[config.mk]
export PLATFORM = sky130hd
export DESIGN_NAME = md5_stream_hash
export DESIGN_NICKNAME = d
export VERILOG_FILES = /design/src/rtl/md5sh_pkg.sv /design/src/rtl/md5sh_ram.sv /design/src/rtl/md5sh_useq.sv /design/src/rtl/md5sh_dpath.sv /design/src/rtl/md5_stream_hash.sv
export SDC_FILE = /design/constraint.sdc
export NUM_CORES = 2
export LEC_CHECK = 0
export BUFFER_PORTS_ARGS = -buffer_cell sky130_fd_sc_hd__buf_4
export CORE_UTILIZATION = 40
export CTS_CLUSTER_SIZE = 40
export DETAILED_ROUTE_END_ITERATION = 8
export GPL_TIMING_DRIVEN = 0
export PLACE_DENSITY = 0.52
export REMOVE_ABC_BUFFERS = 1
export SYNTH_ARGS = -nofsm -noshare
export SYNTH_HDL_FRONTEND = slang
export SYNTH_SLANG_ARGS = --single-unit
export TNS_END_PERCENT = 100
[constraint.sdc]
create_clock -name clk -period 12.8 [get_ports clk]
set_input_delay 1.92 -clock clk [delete_from_list [all_inputs] [get_ports clk]]
set_output_delay 1.92 -clock clk [all_outputs]
set_load 0.02 [all_outputs]
[src/rtl/md5sh_pkg.sv]
// Shared types, constants, microprogram and round functions for md5_stream_hash.
// No dependencies.
package md5sh_pkg;

    localparam int DATA_W   = 8;
    localparam int ACT_W    = 2;
    localparam int WORD_W   = 32;
    localparam int DIGEST_W = 128;
    localparam int MSG_WORDS = 16;
    localparam int PTR_W    = 6;
    localparam int RND_W    = 6;
    localparam int PC_W     = 5;

    localparam logic [ACT_W-1:0] ACT_APPEND        = 2'd0;
    localparam logic [ACT_W-1:0] ACT_APPEND_FINISH = 2'd1;
    localparam logic [ACT_W-1:0] ACT_FINISH        = 2'd2;
    localparam logic [ACT_W-1:0] ACT_RESERVED      = 2'd3;

    localparam logic [WORD_W-1:0] H0_INIT = 32'h67452301;
    localparam logic [WORD_W-1:0] H1_INIT = 32'hefcdab89;
    localparam logic [WORD_W-1:0] H2_INIT = 32'h98badcfe;
    localparam logic [WORD_W-1:0] H3_INIT = 32'h10325476;

    localparam logic [DATA_W-1:0] PAD_MARK    = 8'h80;
    localparam logic [PTR_W-1:0]  LEN_POS     = 6'd56;
    localparam logic [PTR_W-1:0]  BLOCK_LAST  = 6'd63;
    localparam logic [RND_W-1:0]  RND_LAST    = 6'd63;
    localparam logic [3:0]        LEN_WORD_LO = 4'd14;
    localparam logic [3:0]        LEN_WORD_HI = 4'd15;

    typedef logic [PC_W-1:0] upc_t;

    typedef enum logic [3:0] {
        OP_NOP,
        OP_APPEND,
        OP_PAD80,
        OP_PADZ,
        OP_LEN_LO,
        OP_LEN_HI,
        OP_CMP_INIT,
        OP_CMP_ROUND,
        OP_CMP_FINAL,
        OP_DIGEST
    } dp_op_t;

    typedef enum logic [1:0] {
        SEQ_NEXT,
        SEQ_JUMP,
        SEQ_CALL,
        SEQ_RET
    } seq_t;

    typedef enum logic [3:0] {
        C_ALWAYS,
        C_NOT_ACCEPT,
        C_ACT_RSVD,
        C_ACT_FIN,
        C_ACT_APP,
        C_PTR_NE_LAST,
        C_PTR_EQ_LEN,
        C_RND_NE_LAST,
        C_OUT_BUSY
    } cond_t;

    typedef struct packed {
        dp_op_t op;
        seq_t   seq;
        cond_t  cond;
        upc_t   target;
        logic   ready;
    } uword_t;

    typedef struct packed {
        dp_op_t op;
        logic   capture;
    } dp_ctl_t;

    typedef struct packed {
        logic [ACT_W-1:0] act;
        logic             ptr_last;
        logic             ptr_len;
        logic             rnd_last;
        logic             out_busy;
    } dp_stat_t;

    // microprogram entry points
    localparam upc_t UA_WAIT    = 5'd0;
    localparam upc_t UA_APP_END = 5'd5;
    localparam upc_t UA_FIN     = 5'd6;
    localparam upc_t UA_ZLOOP   = 5'd8;
    localparam upc_t UA_LEN     = 5'd12;
    localparam upc_t UA_OUTWAIT = 5'd15;
    localparam upc_t UA_COMP    = 5'd17;
    localparam upc_t UA_ROUND   = 5'd18;

    function automatic uword_t uw(dp_op_t op, seq_t seq, cond_t cond, upc_t tgt, logic rdy);
        uword_t w;
        w.op     = op;
        w.seq    = seq;
        w.cond   = cond;
        w.target = tgt;
        w.ready  = rdy;
        return w;
    endfunction

    function automatic uword_t ucode_rom(upc_t pc);
        uword_t w;
        case (pc)
            5'd0:  w = uw(OP_NOP,       SEQ_JUMP, C_NOT_ACCEPT,  UA_WAIT,    1'b1);
            5'd1:  w = uw(OP_NOP,       SEQ_JUMP, C_ACT_RSVD,    UA_WAIT,    1'b0);
            5'd2:  w = uw(OP_NOP,       SEQ_JUMP, C_ACT_FIN,     UA_FIN,     1'b0);
            5'd3:  w = uw(OP_APPEND,    SEQ_JUMP, C_PTR_NE_LAST, UA_APP_END, 1'b0);
            5'd4:  w = uw(OP_NOP,       SEQ_CALL, C_ALWAYS,      UA_COMP,    1'b0);
            5'd5:  w = uw(OP_NOP,       SEQ_JUMP, C_ACT_APP,     UA_WAIT,    1'b0);
            5'd6:  w = uw(OP_PAD80,     SEQ_JUMP, C_PTR_NE_LAST, UA_ZLOOP,   1'b0);
            5'd7:  w = uw(OP_NOP,       SEQ_CALL, C_ALWAYS,      UA_COMP,    1'b0);
            5'd8:  w = uw(OP_NOP,       SEQ_JUMP, C_PTR_EQ_LEN,  UA_LEN,     1'b0);
            5'd9:  w = uw(OP_PADZ,      SEQ_JUMP, C_PTR_NE_LAST, UA_ZLOOP,   1'b0);
            5'd10: w = uw(OP_NOP,       SEQ_CALL, C_ALWAYS,      UA_COMP,    1'b0);
            5'd11: w = uw(OP_NOP,       SEQ_JUMP, C_ALWAYS,      UA_ZLOOP,   1'b0);
            5'd12: w = uw(OP_LEN_LO,    SEQ_NEXT, C_ALWAYS,      UA_WAIT,    1'b0);
            5'd13: w = uw(OP_LEN_HI,    SEQ_NEXT, C_ALWAYS,      UA_WAIT,    1'b0);
            5'd14: w = uw(OP_NOP,       SEQ_CALL, C_ALWAYS,      UA_COMP,    1'b0);
            5'd15: w = uw(OP_NOP,       SEQ_JUMP, C_OUT_BUSY,    UA_OUTWAIT, 1'b0);
            5'd16: w = uw(OP_DIGEST,    SEQ_JUMP, C_ALWAYS,      UA_WAIT,    1'b0);
            5'd17: w = uw(OP_CMP_INIT,  SEQ_NEXT, C_ALWAYS,      UA_WAIT,    1'b0);
            5'd18: w = uw(OP_CMP_ROUND, SEQ_JUMP, C_RND_NE_LAST, UA_ROUND,   1'b0);
            5'd19: w = uw(OP_CMP_FINAL, SEQ_RET,  C_ALWAYS,      UA_WAIT,    1'b0);
            default: w = uw(OP_NOP,     SEQ_JUMP, C_ALWAYS,      UA_WAIT,    1'b0);
        endcase
        return w;
    endfunction

    function automatic logic [WORD_W-1:0] round_k(logic [RND_W-1:0] i);
        logic [WORD_W-1:0] k;
        case (i)
            6'd0:  k = 32'hd76aa478;  6'd1:  k = 32'he8c7b756;
            6'd2:  k = 32'h242070db;  6'd3:  k = 32'hc1bdceee;
            6'd4:  k = 32'hf57c0faf;  6'd5:  k = 32'h4787c62a;
            6'd6:  k = 32'ha8304613;  6'd7:  k = 32'hfd469501;
            6'd8:  k = 32'h698098d8;  6'd9:  k = 32'h8b44f7af;
            6'd10: k = 32'hffff5bb1;  6'd11: k = 32'h895cd7be;
            6'd12: k = 32'h6b901122;  6'd13: k = 32'hfd987193;
            6'd14: k = 32'ha679438e;  6'd15: k = 32'h49b40821;
            6'd16: k = 32'hf61e2562;  6'd17: k = 32'hc040b340;
            6'd18: k = 32'h265e5a51;  6'd19: k = 32'he9b6c7aa;
            6'd20: k = 32'hd62f105d;  6'd21: k = 32'h02441453;
            6'd22: k = 32'hd8a1e681;  6'd23: k = 32'he7d3fbc8;
            6'd24: k = 32'h21e1cde6;  6'd25: k = 32'hc33707d6;
            6'd26: k = 32'hf4d50d87;  6'd27: k = 32'h455a14ed;
            6'd28: k = 32'ha9e3e905;  6'd29: k = 32'hfcefa3f8;
            6'd30: k = 32'h676f02d9;  6'd31: k = 32'h8d2a4c8a;
            6'd32: k = 32'hfffa3942;  6'd33: k = 32'h8771f681;
            6'd34: k = 32'h6d9d6122;  6'd35: k = 32'hfde5380c;
            6'd36: k = 32'ha4beea44;  6'd37: k = 32'h4bdecfa9;
            6'd38: k = 32'hf6bb4b60;  6'd39: k = 32'hbebfbc70;
            6'd40: k = 32'h289b7ec6;  6'd41: k = 32'heaa127fa;
            6'd42: k = 32'hd4ef3085;  6'd43: k = 32'h04881d05;
            6'd44: k = 32'hd9d4d039;  6'd45: k = 32'he6db99e5;
            6'd46: k = 32'h1fa27cf8;  6'd47: k = 32'hc4ac5665;
            6'd48: k = 32'hf4292244;  6'd49: k = 32'h432aff97;
            6'd50: k = 32'hab9423a7;  6'd51: k = 32'hfc93a039;
            6'd52: k = 32'h655b59c3;  6'd53: k = 32'h8f0ccc92;
            6'd54: k = 32'hffeff47d;  6'd55: k = 32'h85845dd1;
            6'd56: k = 32'h6fa87e4f;  6'd57: k = 32'hfe2ce6e0;
            6'd58: k = 32'ha3014314;  6'd59: k = 32'h4e0811a1;
            6'd60: k = 32'hf7537e82;  6'd61: k = 32'hbd3af235;
            6'd62: k = 32'h2ad7d2bb;  6'd63: k = 32'heb86d391;
            default: k = 32'h0;
        endcase
        return k;
    endfunction

    function automatic logic [4:0] rot_amt(logic [RND_W-1:0] i);
        logic [4:0] s;
        case ({i[5:4], i[1:0]})
            4'd0:  s = 5'd7;   4'd1:  s = 5'd12;  4'd2:  s = 5'd17;  4'd3:  s = 5'd22;
            4'd4:  s = 5'd5;   4'd5:  s = 5'd9;   4'd6:  s = 5'd14;  4'd7:  s = 5'd20;
            4'd8:  s = 5'd4;   4'd9:  s = 5'd11;  4'd10: s = 5'd16;  4'd11: s = 5'd23;
            4'd12: s = 5'd6;   4'd13: s = 5'd10;  4'd14: s = 5'd15;  4'd15: s = 5'd21;
            default: s = 5'd0;
        endcase
        return s;
    endfunction

    // message word used by round i; i[5:4] picks the formula, applied to i[3:0] mod 16
    function automatic logic [3:0] msg_idx(logic [RND_W-1:0] i);
        logic [3:0] g;
        case (i[5:4])
            2'd0: g = i[3:0];
            2'd1: g = i[3:0] * 4'd5 + 4'd1;
            2'd2: g = i[3:0] * 4'd3 + 4'd5;
            2'd3: g = i[3:0] * 4'd7;
            default: g = i[3:0];
        endcase
        return g;
    endfunction

    function automatic logic [WORD_W-1:0] round_f(logic [RND_W-1:0] i,
                                                  logic [WORD_W-1:0] b,
                                                  logic [WORD_W-1:0] c,
                                                  logic [WORD_W-1:0] d);
        logic [WORD_W-1:0] f;
        case (i[5:4])
            2'd0: f = (b & c) | (~b & d);
            2'd1: f = (b & d) | (c & ~d);
            2'd2: f = b ^ c ^ d;
            2'd3: f = c ^ (b | ~d);
            default: f = b ^ c ^ d;
        endcase
        return f;
    endfunction

    function automatic logic [WORD_W-1:0] rotl32(logic [WORD_W-1:0] v, logic [4:0] n);
        logic [2*WORD_W-1:0] t;
        t = {v, v} << n;
        return t[2*WORD_W-1:WORD_W];
    endfunction

endpackage

[src/rtl/md5sh_ram.sv]
// Generic single-port-write, single-port-read RAM with registered read data.
// No dependencies.
module md5sh_ram #(
    parameter int WIDTH = 32,
    parameter int DEPTH = 16
) (
    input  logic                     clk,
    input  logic                     we,
    input  logic [$clog2(DEPTH)-1:0] waddr,
    input  logic [WIDTH-1:0]         wdata,
    input  logic [$clog2(DEPTH)-1:0] raddr,
    output logic [WIDTH-1:0]         rdata
);

    logic [WIDTH-1:0] mem [DEPTH];

    always_ff @(posedge clk)
    begin
        if (we)
        begin
            mem[waddr] <= wdata;
        end
        rdata <= mem[raddr];
    end

endmodule

[src/rtl/md5sh_useq.sv]
// Microcode sequencer: step counter, return link and branch condition logic.
// Depends on md5sh_pkg (control word ROM, condition codes).
module md5sh_useq (
    input  logic                clk,
    input  logic                rst_n,
    input  logic                in_valid,
    input  md5sh_pkg::dp_stat_t stat,
    output logic                in_ready,
    output md5sh_pkg::dp_ctl_t  ctl
);
    import md5sh_pkg::*;

    upc_t   pc_reg, pc_next;
    upc_t   link_reg, link_next;
    uword_t uword;
    logic   accept;
    logic   cond_hit;

    assign uword  = ucode_rom(pc_reg);
    assign accept = uword.ready & in_valid;

    always_comb
    begin
        case (uword.cond)
            C_ALWAYS:      cond_hit = 1'b1;
            C_NOT_ACCEPT:  cond_hit = !accept;
            C_ACT_RSVD:    cond_hit = (stat.act == ACT_RESERVED);
            C_ACT_FIN:     cond_hit = (stat.act == ACT_FINISH);
            C_ACT_APP:     cond_hit = (stat.act == ACT_APPEND);
            C_PTR_NE_LAST: cond_hit = !stat.ptr_last;
            C_PTR_EQ_LEN:  cond_hit = stat.ptr_len;
            C_RND_NE_LAST: cond_hit = !stat.rnd_last;
            C_OUT_BUSY:    cond_hit = stat.out_busy;
            default:       cond_hit = 1'b0;
        endcase
    end

    // next step
    always_comb
    begin
        pc_next   = pc_reg + upc_t'(1);
        link_next = link_reg;
        case (uword.seq)
            SEQ_NEXT: pc_next = pc_reg + upc_t'(1);
            SEQ_JUMP:
            begin
                if (cond_hit)
                begin
                    pc_next = uword.target;
                end
            end
            SEQ_CALL:
            begin
                pc_next   = uword.target;
                link_next = pc_reg + upc_t'(1);
            end
            SEQ_RET:  pc_next = link_reg;
            default:  pc_next = UA_WAIT;
        endcase
    end

    // outputs
    always_comb
    begin
        in_ready    = uword.ready;
        ctl.op      = uword.op;
        ctl.capture = accept;
    end

    always_ff @(posedge clk or negedge rst_n)
    begin
        if (!rst_n)
        begin
            pc_reg   <= UA_WAIT;
            link_reg <= UA_WAIT;
        end
        else
        begin
            pc_reg   <= pc_next;
            link_reg <= link_next;
        end
    end

endmodule

[src/rtl/md5sh_dpath.sv]
// MD5 datapath: byte packing, block word store, round unit, chaining state, output register.
// Depends on md5sh_pkg and md5sh_ram.
module md5sh_dpath (
    input  logic                                  clk,
    input  logic                                  rst_n,
    input  md5sh_pkg::dp_ctl_t                    ctl,
    input  logic [md5sh_pkg::ACT_W-1:0]           in_act,
    input  logic [md5sh_pkg::DATA_W-1:0]          in_byte,
    input  logic                                  out_ready,
    output md5sh_pkg::dp_stat_t                   stat,
    output logic                                  out_valid,
    output logic [md5sh_pkg::DIGEST_W-1:0]        out_data
);
    import md5sh_pkg::*;

    logic [ACT_W-1:0]    act_reg, act_next;
    logic [DATA_W-1:0]   byte_reg, byte_next;
    logic [WORD_W-1:0]   chain_reg [4];
    logic [WORD_W-1:0]   chain_next [4];
    logic [WORD_W-1:0]   wa_reg, wb_reg, wc_reg, wd_reg;
    logic [WORD_W-1:0]   wa_next, wb_next, wc_next, wd_next;
    logic [RND_W-1:0]    rnd_reg, rnd_next;
    logic [PTR_W-1:0]    ptr_reg, ptr_next;
    logic [63:0]         total_reg, total_next;
    logic [WORD_W-1:0]   wbuf_reg, wbuf_next;
    logic [DIGEST_W-1:0] dig_reg, dig_next;
    logic                ov_reg, ov_next;

    logic [DATA_W-1:0]   ins_byte;
    logic [WORD_W-1:0]   word_ins;
    logic [63:0]         bit_count;
    logic                ram_we;
    logic [3:0]          ram_waddr;
    logic [WORD_W-1:0]   ram_wdata;
    logic [3:0]          ram_raddr;
    logic [WORD_W-1:0]   msg_word;
    logic [WORD_W-1:0]   rsum;
    logic                byte_op;

    md5sh_ram #(
        .WIDTH (WORD_W),
        .DEPTH (MSG_WORDS)
    ) u_blk (
        .clk   (clk),
        .we    (ram_we),
        .waddr (ram_waddr),
        .wdata (ram_wdata),
        .raddr (ram_raddr),
        .rdata (msg_word)
    );

    assign bit_count = {total_reg[60:0], 3'b000};
    assign byte_op   = ctl.op inside {OP_APPEND, OP_PAD80, OP_PADZ};

    always_comb
    begin
        case (ctl.op)
            OP_PAD80: ins_byte = PAD_MARK;
            OP_PADZ:  ins_byte = '0;
            default:  ins_byte = byte_reg;
        endcase
        word_ins = wbuf_reg;
        case (ptr_reg[1:0])
            2'd0:    word_ins[7:0]   = ins_byte;
            2'd1:    word_ins[15:8]  = ins_byte;
            2'd2:    word_ins[23:16] = ins_byte;
            2'd3:    word_ins[31:24] = ins_byte;
            default: word_ins[7:0]   = ins_byte;
        endcase
    end

    // block store write port
    always_comb
    begin
        ram_we    = 1'b0;
        ram_waddr = ptr_reg[5:2];
        ram_wdata = word_ins;
        case (ctl.op)
            OP_LEN_LO:
            begin
                ram_we    = 1'b1;
                ram_waddr = LEN_WORD_LO;
                ram_wdata = bit_count[31:0];
            end
            OP_LEN_HI:
            begin
                ram_we    = 1'b1;
                ram_waddr = LEN_WORD_HI;
                ram_wdata = bit_count[63:32];
            end
            default: ram_we = byte_op && (ptr_reg[1:0] == 2'd3);
        endcase
    end

    // read address comes from rnd_next, so the registered read data lines up with the round that consumes it
    assign ram_raddr = msg_idx(rnd_next);
    assign rsum      = wa_reg + round_f(rnd_reg, wb_reg, wc_reg, wd_reg)
                       + round_k(rnd_reg) + msg_word;

    always_comb
    begin
        act_next   = act_reg;
        byte_next  = byte_reg;
        chain_next = chain_reg;
        wa_next    = wa_reg;
        wb_next    = wb_reg;
        wc_next    = wc_reg;
        wd_next    = wd_reg;
        rnd_next   = rnd_reg;
        ptr_next   = ptr_reg;
        total_next = total_reg;
        wbuf_next  = wbuf_reg;
        dig_next   = dig_reg;
        ov_next    = ov_reg & ~out_ready;

        if (ctl.capture)
        begin
            act_next  = in_act;
            byte_next = in_byte;
        end

        if (byte_op)
        begin
            wbuf_next = word_ins;
            ptr_next  = ptr_reg + PTR_W'(1);
        end

        case (ctl.op)
            OP_APPEND:   total_next = total_reg + 64'd1;
            OP_CMP_INIT:
            begin
                wa_next  = chain_reg[0];
                wb_next  = chain_reg[1];
                wc_next  = chain_reg[2];
                wd_next  = chain_reg[3];
                rnd_next = '0;
            end
            OP_CMP_ROUND:
            begin
                wa_next  = wd_reg;
                wd_next  = wc_reg;
                wc_next  = wb_reg;
                wb_next  = wb_reg + rotl32(rsum, rot_amt(rnd_reg));
                rnd_next = rnd_reg + RND_W'(1);
            end
            OP_CMP_FINAL:
            begin
                chain_next[0] = chain_reg[0] + wa_reg;
                chain_next[1] = chain_reg[1] + wb_reg;
                chain_next[2] = chain_reg[2] + wc_reg;
                chain_next[3] = chain_reg[3] + wd_reg;
            end
            OP_DIGEST:
            begin
                dig_next      = {chain_reg[3], chain_reg[2], chain_reg[1], chain_reg[0]};
                ov_next       = 1'b1;
                chain_next[0] = H0_INIT;
                chain_next[1] = H1_INIT;
                chain_next[2] = H2_INIT;
                chain_next[3] = H3_INIT;
                total_next    = '0;
                ptr_next      = '0;
            end
            default: ;
        endcase
    end

    always_comb
    begin
        stat.act      = act_reg;
        stat.ptr_last = (ptr_reg == BLOCK_LAST);
        stat.ptr_len  = (ptr_reg == LEN_POS);
        stat.rnd_last = (rnd_reg == RND_LAST);
        stat.out_busy = ov_reg & ~out_ready;
    end

    assign out_valid = ov_reg;
    assign out_data  = dig_reg;

    always_ff @(posedge clk or negedge rst_n)
    begin
        if (!rst_n)
        begin
            chain_reg[0] <= H0_INIT;
            chain_reg[1] <= H1_INIT;
            chain_reg[2] <= H2_INIT;
            chain_reg[3] <= H3_INIT;
            rnd_reg      <= '0;
            ptr_reg      <= '0;
            total_reg    <= '0;
            ov_reg       <= 1'b0;
        end
        else
        begin
            chain_reg <= chain_next;
            rnd_reg   <= rnd_next;
            ptr_reg   <= ptr_next;
            total_reg <= total_next;
            ov_reg    <= ov_next;
        end
    end

    always_ff @(posedge clk)
    begin
        act_reg  <= act_next;
        byte_reg <= byte_next;
        wa_reg   <= wa_next;
        wb_reg   <= wb_next;
        wc_reg   <= wc_next;
        wd_reg   <= wd_next;
        wbuf_reg <= wbuf_next;
        dig_reg  <= dig_next;
    end

endmodule

[src/rtl/md5_stream_hash.sv]
// MD5 stream hash, one byte per transfer. Microcoded: a byte append packs the byte into the
// block store, then compresses when it completes a 64-byte block (one round per cycle in the
// round unit). A finish appends the 0x80 mark, zero fills up to the length field, writes the
// bit count and compresses one or two blocks until the digest is valid; append and finish
// appends its byte first. The byte side is ready again when the digest shows.
// Reset (rst_n low, asynchronous) loads the MD5 initial chaining words and clears the count.
module md5_stream_hash (
    input  logic                                 clk,
    input  logic                                 rst_n,
    input  logic                                 s_axis_tvalid,
    output logic                                 s_axis_tready,
    input  logic [md5sh_pkg::DATA_W-1:0]         s_axis_tdata,   // [7:0] data_byte
    input  logic [md5sh_pkg::ACT_W-1:0]          s_axis_tuser,   // [1:0] action
    output logic                                 m_axis_tvalid,
    input  logic                                 m_axis_tready,
    output logic [md5sh_pkg::DIGEST_W-1:0]       m_axis_tdata    // [63:0] digest_low,
                                                                 // [127:64] digest_high
);
    import md5sh_pkg::*;

    dp_ctl_t  ctl;
    dp_stat_t stat;

    md5sh_useq u_seq (
        .clk      (clk),
        .rst_n    (rst_n),
        .in_valid (s_axis_tvalid),
        .stat     (stat),
        .in_ready (s_axis_tready),
        .ctl      (ctl)
    );

    md5sh_dpath u_dp (
        .clk       (clk),
        .rst_n     (rst_n),
        .ctl       (ctl),
        .in_act    (s_axis_tuser),
        .in_byte   (s_axis_tdata),
        .out_ready (m_axis_tready),
        .stat      (stat),
        .out_valid (m_axis_tvalid),
        .out_data  (m_axis_tdata)
    );

endmodule

; Word-level counts from Yosys, hierarchy flattened
; Memories as Yosys holds them, arrays and structs flattened. A register that Yosys moved wholly into a read port is not among the register bits.
; Cells that the tools add are included.
[totals]
ff_bits = 513
out_inout_bits = 130
wordCells = 131
in_bits = 14
ram_bits = 512
mem_count = 4
mem_bits_ro = 2640
[op_classes]
n_mux = 26
shift = 1
n_eq_ne = 34
reduce_logical = 16
n_bitwise = 15
n_addsub = 14
mul = 3
[mem_list]
columns = name, words, width, rd, rd_clocked_by_memory_dff, write_ports, line
row1 = (no name shown), 64, 32, 1, 0, 0, md5sh_pkg.sv:136  ; case (i)
row2 = (no name shown), 32, 16, 1, 0, 0, md5sh_pkg.sv:108  ; case (pc)
row3 = u_dp.u_blk.mem, 16, 32, 1, 1, 1, md5sh_ram.sv:15  ; logic [WIDTH-1:0] mem [DEPTH];
row4 = (no name shown), 16, 5, 1, 0, 0, md5sh_pkg.sv:176  ; case ({i[5:4], i[1:0]})
[ops]
columns = operator, count
row1 = one-hot mux 32 bit (2 select lines), 5
row2 = adder 32 bit, 8
row3 = one-hot mux 128 bit (2 select lines), 1
row4 = AND 32 bit, 4
row5 = one-hot mux 32 bit (4 select lines), 1
row6 = one-hot mux 64 bit (2 select lines), 1
row7 = bitwise OR 32 bit, 3
row8 = XOR 32 bit, 3
row9 = "adder 64 x 1 -> 64 bit, second input constant", 1
row10 = NOT 32 bit, 2
row11 = << shifter 64 x 5 -> 64 bit, 1
row12 = "equality test 4 x 3 -> 1 bit, second input constant", 8
row13 = 2-to-1 mux 8 bit, 4
row14 = "equality test 2 bit, second input constant", 10
row15 = one-hot mux 5 bit (4 select lines), 1
row16 = "equality test 6 bit, second input constant", 3
row17 = "equality test 4 x 2 -> 1 bit, second input constant", 4
row18 = one-hot mux 4 bit (4 select lines), 1
row19 = one-hot mux 8 bit (2 select lines), 1
row20 = "adder 6 x 1 -> 6 bit, second input constant", 2
row21 = "equality test 4 bit, second input constant", 3
row22 = 2-to-1 mux 6 bit, 2
row23 = one-hot mux 6 bit (2 select lines), 1
row24 = zero test 2 bit, 5
row25 = 19 further kinds, 34

; Depth between registers and ports, before layout
[depth]
ltp_word = 10
ltp_mapped = 43

; Cells and area by module
; A second synthesis with hierarchy kept.
[hier_totals]
cells_unflattened = 5070
area_unflattened_um2 = 59220.5
[by_module_without_submodules]
columns = module, cells_each, instances, area_each_um2, seq_area_each_um2
row1 = md5sh_dpath, 4083, 1, 38177.9, 14083.5
row2 = md5sh_ram, 838, 1, 19854.0, 16015.4
row3 = md5sh_useq, 149, 1, 1188.6, 250.2

; Least setup slack after synthesis
; No wires, ideal clock.
[synth_path]
path_type = reg2reg
start = reg u_dp.rnd_reg[0]
end = reg u_dp.wb_reg[30] (data pin)
period_less_slack_ps = 9397
path_buffers = 2
arrival_time_ps = 9133
path_slack_ps = 3403
required_time_ps = 12536
setup_ps = 264
stages_incl_launch_ff = 41
cell_sequence = dfrtp_1 > clkbuf_1 > clkinv_1 > ha_1 > clkbuf_1 > nor2_1 > nor2_1 > mux4_2 > nor2_1 > a21oi_1 > fa_1 > inv_1 > fa_1 > inv_1 > ha_1 > a21oi_1 > o211a_1 > o21ai_0 > [5 not listed] > mux2i_1 > nand2_1 > o21ai_0 > mux2i_1 > ha_1 > fa_1 > a21o_1 > a21o_1 > a2111oi_0 > nor4_1 > nor3_1 > a211oi_1 > nor2_1 > a211o_1 > o2111ai_1 > a21oi_1 > xor2_1 > o21ai_1
[synth_between]
elab_chain_len = 6
[synth_rtl]
columns = item, line
row1 = "start, declared", md5sh_dpath.sv:22  ; logic [RND_W-1:0] rnd_reg, rnd_next;
row2 = "start signal, assigned", md5sh_dpath.sv:196  ; rnd_reg <= rnd_next;
row3 = memory read (64 x 32 bit), --
row4 = adder 32 bit (2 in series), md5sh_dpath.sv:98  ; + round_k(rnd_reg) + msg_word;
row5 = << shifter 64 x 5 -> 64 bit *, md5sh_pkg.sv:216  ; t = {v, v} << n;
row6 = adder 32 bit *, md5sh_dpath.sv:143  ; wb_next = wb_reg + rotl32(rsum, rot_amt(rnd_reg));
row7 = one-hot mux 32 bit (2 select lines) *, md5sh_dpath.sv:128  ; case (ctl.op)
row8 = net u_dp.wb_next[30], md5sh_dpath.sv:21  ; logic [WORD_W-1:0] wa_next, wb_next, wc_next, wd_next;
row9 = "end signal, assigned", md5sh_dpath.sv:208  ; wb_reg <= wb_next;
row10 = "end, declared", md5sh_dpath.sv:20  ; logic [WORD_W-1:0] wa_reg, wb_reg, wc_reg, wd_reg;
; Mark *: on every way through the listed nets, which the timed path passes. The rest lies on a longest branch. The select of a mux whose other input is x is not followed.
; A chain may end at the register's enable or synchronous reset.

; Worst setup path in the final report
[layout_path]
start = reg u_dp.rnd_reg[1]
end = reg u_dp.wb_reg[30] (data pin)
; The elaborated chain is that of the path after synthesis.

==> metrics.cfg <==
[run_status]
outcome=completed

[worst_setup_path]
r2r_setup_slack_ns=0.74
r2r-start=u_dp.rnd_reg[1]$_DFF_PN0_
required_ns=13.26
path_max_fanout=23
critPathSlowestCell=dfrtp_2
worst_setup_path_end_kind=flip-flop
cp_data_arrival_time_ns=12.52
start_kind=flip-flop
slowest_delay_ns=0.81
critPathKind=reg -> reg
r2r-end=u_dp.wb_reg[30]$_DFFE_PN_
r2r.worst_path.cells=39

[logic_synthesis]
synth_top_area_share_pct=40.6
syn_area_per_cell_um2=11.0
ys_async_sr_fraction_pct=20.1
ys_seq_elements=1054
ys_warn_count=0
synth_edf_count=810
synth-seq-area-share_pct=50.6
synthTopCellsByArea=edfxtp_1, mux2i_1, dfrtp_1
synth.distinct_cells=92
synth_flop_cell=edfxtp_1
syn-cell-area_mm2=0.0600
synth_top_cell_by_area=edfxtp_1
syn_inst=5445

[worst_hold_path]
whs_path_depth=2
min-delay-start=u_dp.chain_reg[96]$_DFFE_PN1P_
holdPathEnd=u_dp.chain_reg[96]$_DFFE_PN1P_
hp-class=reg -> reg

[timing]
fmax_mhz=82.9
skew_ns=0.0633
finalSetupTns_ns=0
hold_violations=0
rsz0062_at_grt=false
drv_slew=0
finalSetupViolCount=0
min_period_ns=12.06
worst_pin_slew_ns=1.45
finalCritPeriodShare_pct=94.2
setup_slack_ns=0.738
slew_headroom_pct=3.10

[clock_tree]
cts-buffers-inserted=118
clkTransAtPathRegs_ns=0.06
cts_tree=yes
cts_hold_buf=0
clockRootBuffer=clkbuf_16
h-tree-depth=3
clk_latency_ns=0.76
cts_sinks=1054
cts_buffer_depth=3

[drt]
drcViolationCount=0
dr.pass1.iters=5
vias=42200
wl_per_cell_um=23.4
antenna_left=0
drtIter0Drc=3023
routed_via_density=5.58
wl_mm=177

[finish]
drive_gt1_share_pct=12.1
post-route-util_pct=46.3
layout_commonest_cell=edfxtp_1
multi_input_area_mm2=0.0276
postLayoutCellArea_mm2=0.0686
fillCellCount=13700
nets=5840
final_cell_mix=edfxtp_1, nand2_1, mux2i_1
largest_reg_flops=512
area_delta_synth_final_pct=14.4
ff_latch_area_mm2=0.0304

[placed_design]
dpl-instance-area_mm2=0.0644
dpl_worst_slack_ns=-1.20
routabilityCongestion=0.944
dp_hpwl_mm=127
port-buffer-count=143

[grt]
gr-total-overflow=0
antenna_found_initial=6
grtUsageMet2_pct=38.8
gr-usage-met1_pct=30.4
grt_pass1_wl_mm=264
globalRouteTotalUtil_pct=23.1
grt_pass1_vias=41100
use_met3_pct=2.94
grt_max_degree=134
busiest_layer=met2

[die]
initial_core_util_pct=40.5
pin_count=144
die_h_um=389
core_area_mm2=0.148
die_area_mm2=0.151
die_x_um=389
rows=141

[flow_run]
cap_violations=0

[layout make-up]
class,count,share of cell area (%)
repair buffers,243,4.57
multi-input cells,3851,40.2
well taps,1930,3.52
diodes,1,0.00365
clock buffers,165,4.90
inverters,262,1.46
flip-flops and latches,1054,44.3
clock inverters,58,1.02
[synthesized netlist by cell type (41+ instances only)]
cell	n
a31oi_1	103
inv_1	258
nand2_1	595
dfstp_2	64
nor2_1	367
dfrtp_1	148
nand3_1	135
nor3_1	60
ha_1	227
nand2b_1	45
mux2i_1	569
mux2_2	61
buf_1	41
xor2_1	148
and3_1	49
a21oi_1	379
fa_1	69
clkbuf_1	177
a21o_1	71
xnor2_1	95
o21ai_0	296
edfxtp_1	810
[metrics by stage]
| stage | std cells | hold WS (ns) |
|---|---|---|
| 2_1_floorplan | 5167 | 0.425 |
| 3_3_place_gp | 7240 | 0.463 |
| 3_5_place_dp | 7333 | 0.474 |
| 4_1_cts | 7556 | 0.483 |
| 5_1_grt | 7563 | 0.497 |
| 6_report | 7564 | 0.480 |
[worst max path at each step]
stage | endpoint | startpoint | depth (start not counted) | slack [ns]
3_5_place_dp | u_dp.wb_reg[30]$_DFFE_PN_ | u_dp.rnd_reg[0]$_DFF_PN0_ | 40 | -1.20
5_1_grt | u_dp.wb_reg[30]$_DFFE_PN_ | u_dp.rnd_reg[1]$_DFF_PN0_ | 40 | 0.001
2_1_floorplan | u_dp.u_blk.rdata[0]$_DFF_P_ | u_seq.pc_reg[1]$_DFF_PN0_ | 12 | -4.74
4_1_cts | u_dp.wb_reg[30]$_DFFE_PN_ | u_dp.rnd_reg[1]$_DFF_PN0_ | 40 | 0.31
3_3_place_gp | u_dp.u_blk.rdata[0]$_DFF_P_ | u_seq.pc_reg[1]$_DFF_PN0_ | 13 | -14.20
6_report | u_dp.wb_reg[30]$_DFFE_PN_ | u_dp.rnd_reg[1]$_DFF_PN0_ | 39 | 0.74
[logic make-up (layout without fill, tap and decap cells)]
logic type / Yosys count / in the layout / share of synthesized area (%)
and+or+nand+nor: 1400 / 1400 / 10.3
AOI/OAI and AO/OA: 1239 / 1239 / 13.0
DFF: 1054 / 1054 / 50.6
muxes: 641 / 641 / 11.1
buffers and inverters: 540 / 728 / 3.93
adders and majority gates: 325 / 325 / 7.53
xor gates and xnor gates: 246 / 246 / 3.65
other: 0 / 1 / 0
[critical path, delay by kind of cell, from the launching register on]
family          cells  cell delay [ns]
simple gates        5             1.08
compound gates     19             5.06
buf+inv             4             0.80
flops               1             0.81
xor+xnor            2             0.41
mux                 3             0.94
fa+ha+maj           6             2.64
[repair_timing]
action	4_1_cts	5_1_grt
pin swaps	0	0
setup endpoints to repair	15	6
setup buffers	0	5
gates resized for setup	5	5
[per-layer routing]
metal  vias to the layer above  part of all wire [%]
met5                         -                0.0074
met3                       271                   4.3
li1                      20100                     -
met1                     20800                    44
met2                      1020                    48
met4                         2                   3.6
Power is not shown: default switching activity piles up to over one toggle a cycle in this logic, so the estimate is an artifact.
